**src/sv/mmcs_pkg.sv**
```systemverilog
`timescale 1ns / 1ps

package mmcs_pkg;

   // pixel geometry
   localparam int PIXEL_BITS = 8;
   localparam int DIV_STEPS  = PIXEL_BITS;
   localparam int CNT_BITS   = (DIV_STEPS > 1) ? $clog2(DIV_STEPS) : 1;
   localparam int NUM_BITS   = 2 * PIXEL_BITS;

   localparam logic [PIXEL_BITS-1:0] PIX_MAX  = {PIXEL_BITS{1'b1}};
   localparam logic [PIXEL_BITS-1:0] PIX_ZERO = {PIXEL_BITS{1'b0}};

   // request op codes
   localparam logic OP_SCAN = 1'b0;
   localparam logic OP_MAP  = 1'b1;

   typedef logic [PIXEL_BITS-1:0] pixel_type;
   typedef logic [CNT_BITS-1:0]   count_type;

   typedef enum logic [1:0] {
      ST_IDLE,
      ST_DIV,
      ST_DONE
   } state_type;

   // controller to datapath
   typedef struct packed {
      logic scan;           // scan word accepted, update min/max
      logic start;          // map word accepted, load divider
      logic step;           // one restoring divide step
      logic out_load;       // load result word into output register
      logic out_from_step;  // take quotient from this cycle's final step
   } cmd_type;

   // datapath to controller
   typedef struct packed {
      logic out_free;       // output register empty or being drained
   } status_type;

endpackage

```
**src/sv/mmcs_ctrl.sv**
```systemverilog
`timescale 1ns / 1ps

module mmcs_ctrl (
   input  logic                 clock,
   input  logic                 reset,
   input  logic                 req_valid,
   input  logic                 req_op,
   output logic                 req_ready,
   input  mmcs_pkg::status_type status,
   output mmcs_pkg::cmd_type    cmd
);

   mmcs_pkg::state_type state_ff, state_in;
   mmcs_pkg::count_type cnt_ff, cnt_in;

   // state and step counter
   always_ff @(posedge clock) begin
      if (reset) begin
         state_ff <= mmcs_pkg::ST_IDLE;
         cnt_ff   <= '0;
      end else begin
         state_ff <= state_in;
         cnt_ff   <= cnt_in;
      end
   end

   // next state and commands
   always_comb begin
      logic accept;
      logic last_step;
      accept    = 1'b0;
      last_step = (cnt_ff == mmcs_pkg::count_type'(mmcs_pkg::DIV_STEPS - 1));
      state_in  = state_ff;
      cnt_in    = cnt_ff;
      req_ready = 1'b0;
      cmd       = '0;
      case (state_ff)
         mmcs_pkg::ST_IDLE: begin
            req_ready = 1'b1;
            accept    = req_valid;
            cnt_in    = '0;
            if (accept && (req_op == mmcs_pkg::OP_SCAN)) begin
               cmd.scan = 1'b1;
            end
            if (accept && (req_op == mmcs_pkg::OP_MAP)) begin
               cmd.start = 1'b1;
               state_in  = mmcs_pkg::ST_DIV;
            end
         end
         mmcs_pkg::ST_DIV: begin
            cmd.step = 1'b1;
            cnt_in   = cnt_ff + 1'b1;
            if (last_step) begin
               cnt_in = '0;
               if (status.out_free) begin
                  cmd.out_load      = 1'b1;
                  cmd.out_from_step = 1'b1;
                  state_in          = mmcs_pkg::ST_IDLE;
               end else begin
                  state_in = mmcs_pkg::ST_DONE;
               end
            end
         end
         mmcs_pkg::ST_DONE: begin
            // result waits for a free output register
            if (status.out_free) begin
               cmd.out_load = 1'b1;
               state_in     = mmcs_pkg::ST_IDLE;
            end
         end
         default: begin
            state_in = mmcs_pkg::ST_IDLE;
         end
      endcase
   end

endmodule

```
**src/sv/mmcs_dp.sv**
```systemverilog
`timescale 1ns / 1ps

module mmcs_dp (
   input  logic                 clock,
   input  logic                 reset,
   input  mmcs_pkg::pixel_type  req_pixel,
   input  logic                 req_first,
   input  logic                 req_last,
   input  mmcs_pkg::cmd_type    cmd,
   output mmcs_pkg::status_type status,
   output logic                 rsp_valid,
   input  logic                 rsp_ready,
   output mmcs_pkg::pixel_type  rsp_stretched,
   output logic                 rsp_end_of_frame
);

   mmcs_pkg::pixel_type min_ff, min_in;
   mmcs_pkg::pixel_type max_ff, max_in;

   // divider registers
   mmcs_pkg::pixel_type rem_ff, rem_in;
   mmcs_pkg::pixel_type num_lo_ff, num_lo_in;
   mmcs_pkg::pixel_type den_ff, den_in;
   mmcs_pkg::pixel_type quo_ff, quo_in;
   logic                special_ff, special_in;
   mmcs_pkg::pixel_type special_val_ff, special_val_in;
   logic                last_ff, last_in;

   // output register
   logic                out_valid_ff, out_valid_in;
   mmcs_pkg::pixel_type out_data_ff, out_data_in;
   logic                out_eof_ff, out_eof_in;

   // running min and max over the scan pass
   always_comb begin
      mmcs_pkg::pixel_type lo;
      mmcs_pkg::pixel_type hi;
      lo     = req_first ? mmcs_pkg::PIX_MAX  : min_ff;
      hi     = req_first ? mmcs_pkg::PIX_ZERO : max_ff;
      min_in = min_ff;
      max_in = max_ff;
      if (cmd.scan) begin
         min_in = (req_pixel < lo) ? req_pixel : lo;
         max_in = (req_pixel > hi) ? req_pixel : hi;
      end
   end

   // divider load and restoring step
   always_comb begin
      mmcs_pkg::pixel_type                 diff;
      logic [mmcs_pkg::NUM_BITS-1:0]       num;
      logic [mmcs_pkg::PIXEL_BITS:0]       trial;
      logic                                ge;
      diff  = req_pixel - min_ff;
      num   = {diff, mmcs_pkg::PIX_ZERO} - {mmcs_pkg::PIX_ZERO, diff};
      trial = {rem_ff, num_lo_ff[mmcs_pkg::PIXEL_BITS-1]};
      ge    = (trial >= {1'b0, den_ff});

      rem_in         = rem_ff;
      num_lo_in      = num_lo_ff;
      den_in         = den_ff;
      quo_in         = quo_ff;
      special_in     = special_ff;
      special_val_in = special_val_ff;
      last_in        = last_ff;

      if (cmd.start) begin
         // numerator is pix_max * (p - min), formed as shift minus one copy
         rem_in     = num[mmcs_pkg::NUM_BITS-1:mmcs_pkg::PIXEL_BITS];
         num_lo_in  = num[mmcs_pkg::PIXEL_BITS-1:0];
         den_in     = max_ff - min_ff;
         quo_in     = '0;
         last_in    = req_last;
         special_in = 1'b1;
         if (max_ff <= min_ff || req_pixel <= min_ff) begin
            special_val_in = mmcs_pkg::PIX_ZERO;
         end else if (req_pixel >= max_ff) begin
            special_val_in = mmcs_pkg::PIX_MAX;
         end else begin
            special_in     = 1'b0;
            special_val_in = mmcs_pkg::PIX_ZERO;
         end
      end else if (cmd.step) begin
         rem_in    = ge ? mmcs_pkg::pixel_type'(trial - {1'b0, den_ff})
                        : trial[mmcs_pkg::PIXEL_BITS-1:0];
         num_lo_in = {num_lo_ff[mmcs_pkg::PIXEL_BITS-2:0], 1'b0};
         quo_in    = {quo_ff[mmcs_pkg::PIXEL_BITS-2:0], ge};
      end
   end

   // output word register
   always_comb begin
      mmcs_pkg::pixel_type quo_sel;
      quo_sel      = cmd.out_from_step ? quo_in : quo_ff;
      out_valid_in = out_valid_ff;
      out_data_in  = out_data_ff;
      out_eof_in   = out_eof_ff;
      if (cmd.out_load) begin
         out_valid_in = 1'b1;
         out_data_in  = special_ff ? special_val_ff : quo_sel;
         out_eof_in   = last_ff;
      end else if (rsp_ready) begin
         out_valid_in = 1'b0;
      end
   end

   always_ff @(posedge clock) begin
      if (reset) begin
         min_ff       <= mmcs_pkg::PIX_MAX;
         max_ff       <= mmcs_pkg::PIX_ZERO;
         out_valid_ff <= 1'b0;
      end else begin
         min_ff       <= min_in;
         max_ff       <= max_in;
         out_valid_ff <= out_valid_in;
      end
   end

   always_ff @(posedge clock) begin
      rem_ff         <= rem_in;
      num_lo_ff      <= num_lo_in;
      den_ff         <= den_in;
      quo_ff         <= quo_in;
      special_ff     <= special_in;
      special_val_ff <= special_val_in;
      last_ff        <= last_in;
      out_data_ff    <= out_data_in;
      out_eof_ff     <= out_eof_in;
   end

   assign status.out_free  = !out_valid_ff || rsp_ready;
   assign rsp_valid        = out_valid_ff;
   assign rsp_stretched    = out_data_ff;
   assign rsp_end_of_frame = out_eof_ff;

endmodule

```
**src/sv/min_max_contrast_stretch.sv**
```systemverilog
`timescale 1ns / 1ps
// Min/max linear contrast stretch of 8-bit grey pixels, two passes per frame.
// Request channel (req_*): one pixel word per handshake. req_op selects the
// pass: scan words widen the running min/max (req_first restarts them) and
// give no response; map words give one response word each.
// Response channel (rsp_*): rsp_stretched = floor(255*(p-min)/(max-min)),
// saturated to 0..255, or 0 for an empty or flat range; rsp_end_of_frame
// copies req_last of the map word.
// Sequence: a scan word ends in its accept cycle; a map word takes an accept
// cycle plus 8 steps of the radix-2 restoring divider, one quotient bit per
// step. rsp_valid rises at the edge that registers the last step if the
// output register is free.
// Only one word is in the divider at a time; req_ready is high while the
// divider is idle.
// Stall: the response sits in an output register, so new words are accepted
// while it waits; a finished quotient holds in the divider until that
// register frees, with req_ready low.
// Reset (synchronous, active high): min = 255, max = 0, no response pending.
module min_max_contrast_stretch (
   input  logic                clock,
   input  logic                reset,
   input  logic                req_valid,
   output logic                req_ready,
   input  logic                req_op,
   input  mmcs_pkg::pixel_type req_pixel,
   input  logic                req_first,
   input  logic                req_last,
   output logic                rsp_valid,
   input  logic                rsp_ready,
   output mmcs_pkg::pixel_type rsp_stretched,
   output logic                rsp_end_of_frame
);

   mmcs_pkg::cmd_type    cmd;
   mmcs_pkg::status_type status;

   // sequencer
   mmcs_ctrl u_ctrl (
      .clock     (clock),
      .reset     (reset),
      .req_valid (req_valid),
      .req_op    (req_op),
      .req_ready (req_ready),
      .status    (status),
      .cmd       (cmd)
   );

   // min/max, divider and output register
   mmcs_dp u_dp (
      .clock            (clock),
      .reset            (reset),
      .req_pixel        (req_pixel),
      .req_first        (req_first),
      .req_last         (req_last),
      .cmd              (cmd),
      .status           (status),
      .rsp_valid        (rsp_valid),
      .rsp_ready        (rsp_ready),
      .rsp_stretched    (rsp_stretched),
      .rsp_end_of_frame (rsp_end_of_frame)
   );

endmodule

```
**config.mk**
```make
export PLATFORM = sky130hd
export DESIGN_NAME = min_max_contrast_stretch
export DESIGN_NICKNAME = d
export VERILOG_FILES = /design/src/sv/mmcs_pkg.sv /design/src/sv/mmcs_ctrl.sv /design/src/sv/mmcs_dp.sv /design/src/sv/min_max_contrast_stretch.sv
export SDC_FILE = /design/constraint.sdc
export NUM_CORES = 1
export LEC_CHECK = 0
export BUFFER_PORTS_ARGS = -buffer_cell sky130_fd_sc_hd__buf_2
export CORE_ASPECT_RATIO = 0.6
export CORE_UTILIZATION = 62
export CTS_BUF_LIST = sky130_fd_sc_hd__clkbuf_8 sky130_fd_sc_hd__clkbuf_16
export CTS_CLUSTER_SIZE = 24
export DETAILED_ROUTE_END_ITERATION = 8
export MAX_ROUTING_LAYER = met4
export PLACE_DENSITY = 0.8
export REMOVE_ABC_BUFFERS = 1
export SYNTH_ARGS = -nofsm -noshare
export SYNTH_HDL_FRONTEND = slang
export SYNTH_HIERARCHICAL = 1
export SYNTH_SLANG_ARGS = --single-unit
```
**constraint.sdc**
```tcl
create_clock -name clock -period 3.45 [get_ports clock]
set_input_delay 0.69 -clock clock [delete_from_list [all_inputs] [get_ports clock]]
set_output_delay 0.69 -clock clock [all_outputs]
set_load 0.05 [all_outputs]
```
# [After elaboration in Yosys (flattened, before gate mapping)]
# Cells that the tools add are included.
[totals] out_inout_bits=11 wordCells=76 input_bits=15 regBits=73
[classes] n_addsub=5 n_eq_ne=6 n_mux=34 reduce_logical=10 magnitude_cmp=6 bitwise_logic=1
[op_table] operator="8-bit 2-to-1 mux" n=14
[op_table] operator="8-bit subtractor" n=3
[op_table] operator="8-bit less-or-equal comparator" n=2
[op_table] operator="16-bit by 8-bit subtractor with 16-bit output" n=1
[op_table] operator="2-bit 2-to-1 mux" n=7
[op_table] operator="9-bit by 8-bit >= comparator with 1-bit output" n=1
[op_table] operator="1-bit 2-to-1 mux" n=9
[op_table] operator="8-bit >= comparator" n=1
[op_table] operator="8-bit > comparator" n=1
[op_table] operator="8-bit < comparator" n=1
[op_table] operator="2-bit case mux with 3 select lines" n=1
[op_table] operator="3-bit case mux with 2 select lines" n=1
[op_table] operator="2-bit nonzero test" n=3
[op_table] operator="2-bit by 1-bit != test with 1-bit output (second input constant)" n=2
[op_table] operator="3-bit by 1-bit adder with 3-bit output (second input constant)" n=1
[op_table] operator="3-bit == test (second input constant)" n=1
[op_table] operator="3-bit 2-to-1 mux" n=1
[op_table] operator="3-bit AND reduction" n=1
[op_table] operator="2-bit by 1-bit == test with 1-bit output (second input constant)" n=1
[op_table] operator="2-bit == test (second input constant)" n=1
[op_table] operator="1-bit logical AND" n=2
[op_table] operator="2-bit zero test" n=1
[op_table] operator="1-bit logical OR" n=2
[op_table] operator="2-bit != test (second input constant)" n=1
[op_table] operator="3 further kinds" n=3

# [Longest topological paths before layout]
# Gate-level depths: netlist (run 1).
[depth] depth_word=7 mapped_depth=10

# [Hierarchy]
# Netlist (run 1), hierarchy kept.
[modules_own_cells] module="mmcs_dp" cells_each=482 seq_area_each_um2=1581.5 instances=1 area_each_um2=4545.6
[modules_own_cells] module="mmcs_ctrl" cells_each=36 seq_area_each_um2=100.1 instances=1 area_each_um2=317.8

# [Worst setup path before layout (run 1)]
# Ideal clock, no wire load.
[synth_timing] path_type="in2reg" startpoint="input req_first" endpoint="register u_dp.max_ff[0]" setup_time_ns=0.060 n_path_buf=2 t_arrival_ns=2.852 cell_stages=9 t_required_ns=3.390 setup_slack_ns=0.537 cell_sequence="clkbuf_1 -> clkbuf_1 -> nand2b_1 -> ha_1 -> nand3_1 -> o221ai_1 -> a221oi_1 -> nor4b_1 -> a22o_1"
[synth_via] elab_chain_cells=3
[synth_rtl] item="start: declaration" line="min_max_contrast_stretch.sv:26" text="input logic req_first,"
[synth_rtl] item="8-bit 2-to-1 mux *" line="mmcs_dp.sv:39" text="hi = req_first ? mmcs_pkg::PIX_ZERO : max_ff;"
[synth_rtl] item="8-bit > comparator" line="mmcs_dp.sv:44" text="max_in = (req_pixel > hi) ? req_pixel : hi;"
[synth_rtl] item="8-bit 2-to-1 mux *" line="mmcs_dp.sv:44"
[synth_rtl] item="end signal: assignment" line="mmcs_dp.sv:110" text="max_ff <= mmcs_pkg::PIX_ZERO;"
[synth_rtl] item="end signal: assignment" line="mmcs_dp.sv:114" text="max_ff <= max_in;"
[synth_rtl] item="end: declaration" line="mmcs_dp.sv:18" text="mmcs_pkg::pixel_type max_ff, max_in;"
# Mark *: on every way between the ends. The rest lies on a longest branch, timed or not.
# A chain may end at the register's enable or synchronous reset.

# [Final worst setup path (run 1)]
[layout_timing] startpoint="input req_pixel[1]" endpoint="register u_dp.rem_ff[4] (data pin)"
[layout_via] elab_chain_cells=3
[layout_rtl] item="start: declaration" line="min_max_contrast_stretch.sv:25" text="input mmcs_pkg::pixel_type req_pixel,"
[layout_rtl] item="8-bit subtractor" line="mmcs_dp.sv:54" text="diff = req_pixel - min_ff;"
[layout_rtl] item="16-bit by 8-bit subtractor with 16-bit output" line="mmcs_dp.sv:55" text="num = {diff, mmcs_pkg::PIX_ZERO} - {mmcs_pkg::PIX_ZERO, diff};"
[layout_rtl] item="8-bit 2-to-1 mux" line="mmcs_dp.sv:67" text="if (cmd.start) begin"
[layout_rtl] item="named net u_dp.rem_in[4]" line="mmcs_dp.sv:21" text="mmcs_pkg::pixel_type rem_ff, rem_in;"
[layout_rtl] item="end signal: assignment" line="mmcs_dp.sv:120" text="rem_ff <= rem_in;"
[layout_rtl] item="end: declaration" line="mmcs_dp.sv:21"
# The timed path passes the listed nets, and every way through them passes these cells.

==> metrics.csv, run 1 <==
metric,value,unit
outcome,"complete, no violations",
rows,24,
die_h,70.61,um
area_growth,10.08,%
gp_congestion,0.9062,
final_antenna_net_count,0,
synth_seq_cells,66,
worst_slack,0.5177,ns
first_iter_violations,470,
cts_tree,built,
fmax,341.0,MHz
ys.flop_type,edfxtp_1,
relSlewSlack,0.3581,
netlist_top_cells_area,"edfxtp_1 22%, ha_1 14%, dfxtp_1 12%",
path_cells,buf_2 > ha_1 > nor2b_4 > o31a_1 > o22a_1 > or4_4 > a21boi_0 > o32ai_1,
dp.cells,635,
seqPwrFrac,0.391,
syn_area,4863,um^2
cts_buffers,9,
synth-compound-area-share,0.2220,
synth_cell_types,72,
dr.pass1.iters,5,
synthArstFlopShare,0,
irDropWorstVdd,0.0003080,V
crit_type,in2reg,
synth_top_family_by_area,compound AO/OA/AOI/OAI gates,
vias,4046,
clk_pin_slew,0.06,ns
synthSimpleGateAreaFrac,0.1739,
htreeDepth,3,
final_common_cell,ha_1,
io_buffers,25,
finClkSkew,0.004794,ns
fin_crit,2.932,ns
via_per_inst,6.215,
layout_common_cells,"55 x ha_1, 50 x nor2_1, 41 x inv_1",
worstPathArrival,3.00,ns
p_comb_frac,0.255,
hold_path_depth,0,
finalHoldViolations,0,
clockPowerShare,0.354,
cts_setup_buffers,0,
grt_pass1_vias,3768,
critPathMaxFanout,9,
total_power,2.404,mW
period_share,0.8500,
critPathSlowestCell,or4_4,
maxSlewViolCount,0,
cpPeakStageDelay,0.49,ns
clkLatencyLatePin,0.33,ns
overflow,0,
yosys_warnings,6,
grtUsageTotal,0.2943,
synth_edf_count,36,
worstPathRequired,3.52,ns
fp.dieW,116.3,um
grt_max_degree,35,
netSwitchingFraction,0.3052,
synth_xor_area_frac,0.03010,
dp_slack,0.2502,ns
root_buffer,clkbuf_16,
clockBufferDepth,2,
rsz0062_at_grt,no,
grt_pass1_wl,17910,um
nets,614,
wl,10950,um
ioPinCount,26,
core_area,7417,um^2
wl_per_cell,16.82,um
synthCells,518,
yosysTopAreaCell,edfxtp_1,
cp_num_cells,8,
dieArea,8214,um^2
fin_cells,651,
postCtsHoldBufs,0,
tightest_slew,0.9571,ns
synthMuxAreaShare,0.03010,
internal_power,1.670,mW
route.detailed.drc,0,
layout-drive-gt1-share,0.1280,
holdCritPathClass,reg2reg,
crit_family,compound AO/OA/AOI/OAI gates,
setup_tns,0,ns
postLayoutCoreUtil,0.7218,
antenna_found_initial,0,
synth_fa_ha_area_frac,0.1497,
start_kind,input port,
leakage,2.265,nW
worst-path-buf-inv,1,
dpl.hpwl,8193,um
num_antenna_cells,0,
worst_r2r_path_depth,8,
yosysSeqAreaShare,0.3458,
p_per_area,448.9,nW/um^2
clock_sinks,66,
synth_area_per_cell,9.389,um^2
switchingPower,0.7337,mW
initial_core_util,0.6557,
fillers,568,
report.final.setup_viol,0,
max_cap_viol_count,0,
cts_resized,0,
netlist.area_leader.share,0.2223,
critPathCaptureType,flop,
==> registers in the layout, indices dropped and copies added (netlist names), 2 cells and up <==
register	count
u_dp/min_ff	8
u_dp/rem_ff	8
u_ctrl/cnt_ff	3
u_dp/num_lo_ff	8
u_dp/quo_ff	8
u_dp/rsp_stretched	8
u_dp/den_ff	8
u_dp/max_ff	8
u_ctrl/state_ff	2
==> Yosys cell counts (all sizes together) (10+ instances only) <==
| master | instances |
|---|---|
| ha | 55 |
| nor2 | 50 |
| inv | 41 |
| edfxtp | 36 |
| dfxtp | 30 |
| a21oi | 24 |
| o21ai | 24 |
| nand2 | 20 |
| nor3 | 17 |
| a211oi | 14 |
| nand2b | 13 |
| nor2b | 12 |
| clkbuf | 10 |
==> power by group through the flow <==
stage          combinational [mW]  clock (mW)  sequential (mW)
5_1_grt                     0.678       0.896            0.945
6_report                    0.613       0.851            0.940
3_5_place_dp                0.595           0            0.954
4_1_cts                     0.600       0.868            0.938
3_3_place_gp                0.577           0            0.952
2_1_floorplan               0.453           0            0.943
==> layout make-up <==
cell class / count / area [um^2] / area share
Tap cell: 104 / 130.1 / 0.02430
Sequential cell: 66 / 1682 / 0.3141
Clock buffer: 10 / 239.0 / 0.04464
Inverter: 41 / 153.9 / 0.02875
Multi-Input combinational cell: 394 / 2948 / 0.5506
Clock inverter: 6 / 38.79 / 0.007245
Timing Repair Buffer: 30 / 162.7 / 0.03038
==> metrics by stage <==
step                cell area [um^2]  hold slack, ns
floorplan                       4782          0.4003
global placement                5076          0.4037
detailed placement              5076          0.4127
CTS                             5354          0.4317
global route                    5354          0.4516
finish                          5354          0.4275
==> cell families (layout without fill, tap and decap cells) <==
group                      count (synthesis)  after routing
DFF                                       66             66
buffers and inverters                     58             87
muxes                                     14             14
and+or+nand+nor                          157            157
adders and majority gates                 57             57
xor gates and xnor gates                  15             15
AOI/OAI and AO/OA                        151            151
==> routing by layer <==
metal	track usage	share of wire	up-vias	routed length [um]
met4	0.08689	0.012	0	135
met2	0.4063	0.41	174	4447
met5	-	0	-	0
li1	-	-	1976	-
met1	0.4182	0.49	1877	5386
met3	0.07969	0.090	19	984
==> path summary, 6_finish.rpt <==
check	startpoint	to	slack, ns
setup / recovery	req_pixel[1]	u_dp/rem_ff[4]$_DFFE_PP_	0.52
hold / removal	u_dp/last_ff$_DFFE_PP_	u_dp/rsp_end_of_frame$_DFFE_PP_	0.43
setup reg to reg	u_dp/min_ff[1]$_SDFFE_PP1P_	u_dp/rem_ff[4]$_DFFE_PP_	0.52
hold reg to reg	u_dp/last_ff$_DFFE_PP_	u_dp/rsp_end_of_frame$_DFFE_PP_	0.43
(Power assumes the default switching activity.)
==> inputs of run 2 (changes only) <==
--- a/config.mk
+++ b/config.mk
@@ -7,12 +7,12 @@
 export LEC_CHECK = 0
 export BUFFER_PORTS_ARGS = -buffer_cell sky130_fd_sc_hd__buf_2
 export CORE_ASPECT_RATIO = 0.6
-export CORE_UTILIZATION = 62
+export CORE_UTILIZATION = 56
 export CTS_BUF_LIST = sky130_fd_sc_hd__clkbuf_8 sky130_fd_sc_hd__clkbuf_16
 export CTS_CLUSTER_SIZE = 24
 export DETAILED_ROUTE_END_ITERATION = 8
 export MAX_ROUTING_LAYER = met4
-export PLACE_DENSITY = 0.8
+export PLACE_DENSITY = 0.76
 export REMOVE_ABC_BUFFERS = 1
 export SYNTH_ARGS = -nofsm -noshare
 export SYNTH_HDL_FRONTEND = slang
==> constraint.sdc (replaced) <==
create_clock -name clock -period 2.4 [get_ports clock]
set_input_delay 0.48 -clock clock [delete_from_list [all_inputs] [get_ports clock]]
set_output_delay 0.48 -clock clock [all_outputs]
set_load 0.05 [all_outputs]
==> run 2 against run 1 <==
The run now ends with negative setup slack left. Clock-buffer cell count shrank 1. Non-clock buffer count up 70. Die area grew 10%. Combinational power is 81% higher. Via count up 9.2%. Register-to-register slack worse by 0.55 ns. Critical path depth grew 1. Global-route usage barely moved. Design area is 14% higher. Worst setup slack lost 0.55 ns. Power up 57%. Sequential share of layout area fell by 3.8 points.
==> metrics.csv, run 2 (same netlist as run 1, synthesis figures left out) <==
metric,value,unit,change
outcome,finished with violations,,"was complete, no violations"
failed_checks,negative setup slack,,
finClkSkew,0.007791,ns,was 0.004794 ns
max_cap_viol_count,0,,unchanged
via_per_inst,6.095,,was 6.215
htreeDepth,3,,unchanged
tightest_slew,0.7207,ns,was 0.9571 ns
holdCritPathClass,in2reg,,was reg2reg
highest_layer,met4,,unchanged
vias,4419,,was 4046
layout_common_cells,"73 x buf_4, 49 x nor2_1, 45 x ha_1",,"was 55 x ha_1, 50 x nor2_1, 41 x inv_1"
grtUsageTotal,0.2941,,was 0.2943
placed_cell_area,5584,um^2,was 5076 um^2
relSlewSlack,0.5163,,was 0.3581
layout-drive-gt1-share,0.2788,,was 0.1280
grt_pass1_vias,4070,,was 3768
critPathMaxFanout,5,,was 9
maxSlewViolCount,0,,unchanged
design_area,6103,um^2,was 5354 um^2
r2r-start,u_dp/min_ff[1]$_SDFFE_PP1P_,,unchanged
dr.pass1.iters,5,,unchanged
core_area,8133,um^2,was 7417 um^2
initial_core_util,0.5980,,was 0.6557
critPathCaptureType,flop,,unchanged
leakage,2.603,nW,was 2.265 nW
rsz0062_at_grt,yes,,was no
period_share,1.014,,
whs,0.3265,ns,was 0.4275 ns
wl,12640,um,was 10950 um
p_per_area,617.6,nW/um^2,was 448.9 nW/um^2
first_iter_violations,301,,was 470
hp-start,req_last,,was u_dp/last_ff$_DFFE_PP_
root_buffer,clkbuf_16,,unchanged
fp.dieW,122.3,um,was 116.3 um
io_buffers,25,,unchanged
dieArea,9074,um^2,was 8214 um^2
report.final.setup_viol,1,,was 0
antenna_found_initial,0,,unchanged
met3_length,1054,um,was 984 um
route.detailed.drc,0,,unchanged
area_growth,25.50,%,was 10.08%
fillers,574,,was 568
cp-startpoint,u_dp/min_ff[1]$_SDFFE_PP1P_,,was req_pixel[1]
ioPinCount,26,,unchanged
grt_pass1_wl,19710,um,was 17910 um
postLayoutCoreUtil,0.7505,,was 0.7218
grt_max_degree,24,,was 35
num_antenna_cells,0,,unchanged
final_antenna_net_count,0,,unchanged
m1WireLength,5929,um,was 5386 um
finalHoldViolations,0,,unchanged
rows,25,,was 24
cts_buffers,9,,unchanged
clock_sinks,66,,unchanged
total_power,3.770,mW,was 2.404 mW
gp_congestion,0.8934,,was 0.9062
crit_type,reg2reg,,was in2reg
clockBufferDepth,2,,unchanged
cts_tree,built,,unchanged
fin_crit,2.433,ns,
clkLatencyLatePin,0.34,ns,was 0.33 ns
worst_slack,-0.03347,ns,was 0.5177 ns
fmax,410.9,MHz,
worstPathArrival,2.61,ns,was 3.00 ns
dpl.hpwl,9472,um,was 8193 um
clk_pin_slew,0.06,ns,about the same
worstPathRequired,2.58,ns,was 3.52 ns
wl_per_cell,17.43,um,was 16.82 um
wl_met2,5537,um,was 4447 um
nets,684,,was 614
overflow,0,,unchanged
irDropWorstVdd,0.0004423,V,was 0.0003080 V
die_h,74.19,um,was 70.61 um
final_common_cell,buf_4,,was ha_1
start_kind,flop,,was input port
## run 2: cell count changes in the layout (fill, tap and decap cells not counted), sizes merged
cell | before | now
buf | 30 | 100
bufinv | 0 | 1
clkbuf | 10 | 9
clkinv | 3 | 6
inv | 44 | 41
## run 2: timing repair
item,4_1_cts,5_1_grt
setup endpoints to repair,12,15
gates resized for setup,9,35
gates cloned,0,0
endpoints found under the hold margin,0,0
hold buffers,0,0
buffers inserted,0,3
pin swaps,3,7
## run 2: stage by stage
stage	std cells	setup slack, ns	setup TNS [ns]
final	725	-0.03347	-0.03347
after global routing	725	-0.1122	-0.1731
after CTS	722	-0.01745	-0.02225
after detailed placement	706	-0.3669	-4.592
after global placement	706	-0.2893	-3.108
after floorplan	501	-0.5672	-19.07
## run 2: final timing paths
| kind | end | slack [ns] | cells past startpoint |
|---|---|---|---|
| max reg2reg | u_dp/num_lo_ff[7]$_DFFE_PP_ | -0.03 | 9 |
| min | u_dp/last_ff$_DFFE_PP_ | 0.33 | 1 |
| max | u_dp/num_lo_ff[7]$_DFFE_PP_ | -0.03 | 9 |
| min reg2reg | u_dp/rsp_end_of_frame$_DFFE_PP_ | 0.42 | 0 |
## run 2: area by class of cell
type / instances / area, um^2 / area share
clock buffer: 9 / 225.2 / 0.03690
sequential: 66 / 1685 / 0.2761
timing repair buffer: 100 / 695.7 / 0.1140
multi-input combinational: 394 / 3138 / 0.5141
clock inverter: 7 / 70.07 / 0.01148
inverter: 41 / 153.9 / 0.02522
tap: 108 / 135.1 / 0.02214
## run 2: layer usage
| metal | vias to the layer above | global-route usage |
|---|---|---|
| met3 | 11 | 0.07899 |
| met4 | 0 | 0.06775 |
| met1 | 2107 | 0.4053 |
| li1 | 2111 | - |
| met5 | - | - |
| met2 | 190 | 0.4282 |
## run 2: power by group
part           leakage, nW  internal [mW]  switching [mW]
Combinational         1.88          0.523           0.585
Clock                0.147          0.801           0.503
Sequential           0.579           1.30          0.0555
Total                 2.60           2.63            1.14
## run 2: critical path: stages, from the launching register on
cell and delay [ns]:
dfxtp_2 0.33, inv_2 0.05, ha_4 0.21, nor2b_4 0.12
o31a_1 0.29, o22a_1 0.23, buf_6 0.15, xor2_4 0.16
or4_1 0.53, a31oi_1 0.20
